--- src/rtl/qmr_pkg.sv ---
// ----------------------------------------------------------------------------
// qmr_pkg
// Shared widths, divider lane types and constants of the quaternion unit.
// ----------------------------------------------------------------------------
`default_nettype none

package qmr_pkg;

  localparam int NUM_W = 50;
  localparam int DEN_W = 34;
  localparam int D_W   = 51;
  localparam int Q_W   = 17;
  localparam int LANES = 4;

  localparam logic [DEN_W-1:0] DEN_PRODUCT = DEN_W'(32768);
  localparam logic [DEN_W-1:0] DEN_ZERO_LEN = DEN_W'(2);

  typedef struct packed {
    logic [DEN_W-1:0] rem;
    logic [Q_W-1:0]   low;
    logic [Q_W-1:0]   quo;
    logic             neg;
    logic             ovf;
  } lane_t;

  typedef struct packed {
    lane_t [LANES-1:0] lane;
    logic [DEN_W-1:0]  den;
    logic              zl;
  } div_stage_t;

endpackage

`default_nettype wire

--- src/rtl/qmr_div_step.sv ---
// ----------------------------------------------------------------------------
// qmr_div_step
// One registered restoring division step for all four result lanes.
// ----------------------------------------------------------------------------
`default_nettype none

module qmr_div_step
  import qmr_pkg::*;
(
  input  wire logic       clk,
  input  wire logic       en,
  input  wire div_stage_t d,
  output div_stage_t      q
);

  div_stage_t q_next;

  always_comb begin
    logic [DEN_W:0] trial;
    q_next = d;
    for (int i = 0; i < LANES; i++) begin
      trial = {d.lane[i].rem, d.lane[i].low[Q_W-1]};
      if (trial >= {1'b0, d.den}) begin
        q_next.lane[i].rem = DEN_W'(trial - {1'b0, d.den});
        q_next.lane[i].quo = {d.lane[i].quo[Q_W-2:0], 1'b1};
      end else begin
        q_next.lane[i].rem = trial[DEN_W-1:0];
        q_next.lane[i].quo = {d.lane[i].quo[Q_W-2:0], 1'b0};
      end
      q_next.lane[i].low = {d.lane[i].low[Q_W-2:0], 1'b0};
    end
  end

  always_ff @(posedge clk) begin
    if (en) begin
      q <= q_next;
    end
  end

endmodule

`default_nettype wire

--- config.mk ---
export PLATFORM = sky130hd
export DESIGN_NAME = qmr_div_step
export DESIGN_NICKNAME = d
export VERILOG_FILES = /design/src/rtl/qmr_pkg.sv /design/src/rtl/qmr_div_step.sv
export SDC_FILE = /design/constraint.sdc
export NUM_CORES = 1
export LEC_CHECK = 0
export ABC_AREA = 0
export BUFFER_PORTS_ARGS = -buffer_cell sky130_fd_sc_hd__buf_2
export CAP_MARGIN = 20
export CORE_AREA = 8 8 237 239
export DETAILED_ROUTE_END_ITERATION = 12
export DIE_AREA = 0 0 245 247
export GPL_ROUTABILITY_DRIVEN = 0
export PLACE_DENSITY_LB_ADDON = 0.1
export REMOVE_ABC_BUFFERS = 1
export SYNTH_ARGS = -nofsm -noshare
export SYNTH_HDL_FRONTEND = slang
export SYNTH_SLANG_ARGS = --single-unit
--- constraint.sdc ---
create_clock -name clk -period 4.6 [get_ports clk]
set_input_delay 0.69 -clock clk [delete_from_list [all_inputs] [get_ports clk]]
set_output_delay 0.69 -clock clk [all_outputs]
set_load 0.05 [all_outputs]
==> summary.md <==
| Metric | Value |
|---|---|
| Outcome | completed |
| Fin crit share | 81.4% |
| Initial antenna violation count | 25 |
| Via/cell ratio | 5.40 |
| Die ar. | ~60000 um^2 |
| CP Max Fanout | 5 |
| # H-tree levels | 2 |
| Sequential area share after synthesis | approximately 50% |
| TritonRoute pass-1 iters | 7 |
| Compound-gate portion of the synthesized area | 16.6% |
| Biggest register | q |
| Placed Instances | 2912 |
| # DRC | 0 |
| Switch share | 37.3% |
| Distinct cells, synth | 76 |
| Root buffer cell | clkbuf_16 |
| Final total power | 9.93 mW |
| Simple-Gate Fraction of Synth Area | 8.94% |
| Setup Buffers After CTS | 0 |
| Crit start category | input pin |
| Vias in the first global route | 15841 |
| Max reg flops | roughly 310 |
| Clock transition at path regs | 0.06 ns |
| Ys async rst share | 0% |
| Buffers on Ports | 623 |
| Synth Area in XOR/XNOR | 5.16% |
| # resized after CTS | 0 |
| Layout cells sized above 1 | between 30% and 40% |
| Largest net degree at the start of global routing | 100 |
| Hold-fix buffers, CTS | 0 |
| First-pass GRT wire length | 112000 um |
| Routed length per placed instance | 26.7 um |
| Final #Nets | 2721 |
| CP Capture Type | flop |
| Routed wire length | 79700 um |
| Final-report setup violation count | 0 |
| Synthesized cell area | 18800 um^2 |
| Sequential fraction of design power | 36.6% |
| Post-Syn Area per Cell | 11.6 um^2 |
| Main combinational cell family by area after synthesis | compound AO/OA/AOI/OAI gates |
| Ys Warns | 0 |
| Combinational cell fraction of total power | 34.4% |
| Rows | between 80 and 90 |
| Initial drt markers | 1002 |
| Clk buf depth | 3 |
| Clock network power share | 29.0% |
| Synth Instances | ~1600 |
| Overflow after GRT | 0 |
| CORE AREA | 52200 um^2 |
| Post-Route Setup TNS | 0 ns |
| CTS tree | built |
| Worst slew margin | 31.0% |
| Die width | 245 um |
| Top Registers | q (311) |
| Initial core utilization | a little over a third |
| Critical path type | input pin to flop |
| Most used DFF post-synth | edfxtp_1 |
| Fmax | 0.267 GHz |
| Adder-Cell Fraction of Synth Area | under 10% |
| Die Span Y | between 200 and 250 um |
| Worst-Margin Slew | 1.03 ns |
| Proportion of synthesized area in mux cells | 7.11% |
| Unrepaired setup endpoints after global routing | no |
| DRT antenna net count | 0 |
| Total GRT Usage | 25.1% |
| Vias | 16104 |
| EDFF count, synth | roughly 310 |
| Final Hold Vio Count | 0 |
| P per Cell Area | a little over 400 nW/um^2 |
| CP arrival | 4.04 ns |
| Clock sink count | about 310 |
| HPWL Detailed | 64600 um |
| Fin. max-slew vios | 0 |
| Worst vdd ir | 0.266 mV |
| Max-cap violations | 0 |
| Ports | 632 |
| Area of the multi-input gates | 8930 um^2 |
| Sequential cell area | 9340 um^2 |
| Finished Layout Cells | 2981 |
| Total CTS buffers | 38 |
| Area delta synth->final | 27.5% |
| NetSw | about 3.7 mW |
| Cell Int Power | 6.22 mW |
| Final min period | around 3.7 ns |
| P_leak | about 11 nW |
| Synthesis-stage register bit count | 311 |
| Req. time, crit path | between 4 and 5 ns |
| Worst Hold Class | input pin to flop |
| Fillcell total | 4987 |
-- cell usage after synthesis, types with 5 or more instances --
master      n  share of area (%)
edfxtp_1  311                 50
a21oi_1   141                3.7
ha_1      136                9.0
nor2_1     99                2.0
inv_1      85                1.7
mux2_2     78                4.7
nand2_1    76                1.5
a21o_1     68                2.7
xnor2_1    66                3.1
o21ai_0    62                1.6
xor2_1     45                2.1
nand3_1    32               0.85
o21bai_1   31                1.2
clkbuf_1   26               0.52
mux2_4     26                2.1
nand4_1    25               0.83
a211oi_1   22               0.88
nor3_1     22               0.58
o211ai_1   20               0.80
a31oi_1    17               0.56
and3_1     17               0.56
o31ai_1    17               0.68
nand2b_1   14               0.47
o21a_1     12               0.48
nor2b_1    10               0.33
a21boi_0    9               0.36
buf_2       8               0.21
buf_6       8               0.48
nor4_1      8               0.27
a211o_1     7               0.33
mux2i_1     7               0.37
or2_2       7               0.23
or4_1       7               0.28
a311oi_1    5               0.23
a31o_2      5               0.23
and2_1      5               0.17
buf_4       5               0.20
nand3b_1    5               0.20
o311ai_0    5               0.23
-- worst max-delay path, stage by stage --
cell and delay, ns:
buf_2 0.33, ha_1 0.23, inv_1 0.05, fa_1 0.41, a211oi_1 0.33, o21bai_1 0.15, a211o_1 0.36, o311ai_0 0.59
nand2_1 0.26, a21oi_1 0.27, xnor2_1 0.10, mux2_2 0.26
-- power by group through the flow --
stage,registers (mW),logic (mW),clock network [mW]
after floorplan,4.83,1.23,0
after CTS,3.64,3.43,2.96
final,3.64,3.41,2.88
after global placement,3.69,3.40,0
after detailed placement,3.69,3.41,0
after global routing,3.67,3.61,3.06
-- layer usage --
metal | wire, um | global-route usage, %
met1 | 30300 | 29.0
met2 | 40200 | 44.6
met3 | 6560 | 7.47
met4 | 2320 | 7.08
met5 | 252 | 0
-- cells by family (layout without fill, tap and decap cells) --
logic type | after synthesis | count (layout)
AOI/OAI and AO/OA | 471 | 471
and+or+nand+nor | 343 | 343
muxes | 111 | 111
adders and majority gates | 140 | 140
xor gates and xnor gates | 111 | 111
DFF | 311 | 311
other | 1 | 10
buffers and inverters | 132 | 796
-- metrics by stage --
step / utilization [%] / area (um^2) / hold slack (ns) / setup WS [ns]
after floorplan: - / 18600 / 0.789 / -0.380
after global placement: 43.7 / 22800 / 0.867 / 0.343
after detailed placement: 43.7 / 22800 / 0.868 / 0.367
after CTS: 45.9 / 24000 / 0.270 / 0.941
after global routing: 46.0 / 24000 / 0.271 / 0.755
final: 46.0 / 24000 / 0.306 / 0.856
-- final cells by class --
type	instances	area share [%]
sequential	311	38.9
tap	688	3.58
clock buffer	46	4.17
clock inverter	17	0.646
inverter	85	1.33
antenna	6	0.0625
multi-input combinational	1180	37.2
timing repair buffer	648	14.1
-- worst paths after layout --
path / start / end / slack (ns) / cells past startpoint
hold / removal: d[186] / q[187] / 0.31 / 1
setup / recovery: d[1] / q[97] / 0.86 / 12
-- cells in the final DEF, fill, tap and decap left out, drive strengths merged, types with 6 or more instances in the layout --
| cell | synthesis | final |
|---|---|---|
| o31ai | 17 | 17 |
| xnor2 | 66 | 66 |
| a211o | 7 | 7 |
| and3 | 17 | 17 |
| mux2i | 7 | 7 |
| nand2b | 14 | 14 |
| a31o | 6 | 6 |
| a211oi | 22 | 22 |
| nor3 | 22 | 22 |
| buf | 21 | 648 |
| nand3 | 32 | 32 |
| nand4 | 25 | 25 |
| ha | 136 | 136 |
| a21boi | 9 | 9 |
| o21a | 12 | 12 |
| diode | 0 | 6 |
| inv | 85 | 85 |
| nor4 | 8 | 8 |
| clkbuf | 26 | 46 |
| o21ai | 64 | 64 |
| and2 | 6 | 6 |
| o211ai | 21 | 21 |
| edfxtp | 311 | 311 |
| a21o | 68 | 68 |
| or4 | 7 | 7 |
| nor2 | 99 | 99 |
| clkinv | 0 | 13 |
| mux2 | 104 | 104 |
| nand2 | 77 | 77 |
| a21oi | 143 | 143 |
| o21bai | 31 | 31 |
| xor2 | 45 | 45 |
| nor2b | 10 | 10 |
| or2 | 7 | 7 |
| a31oi | 17 | 17 |
No activity file was read; power rests on OpenSTA's default activity.
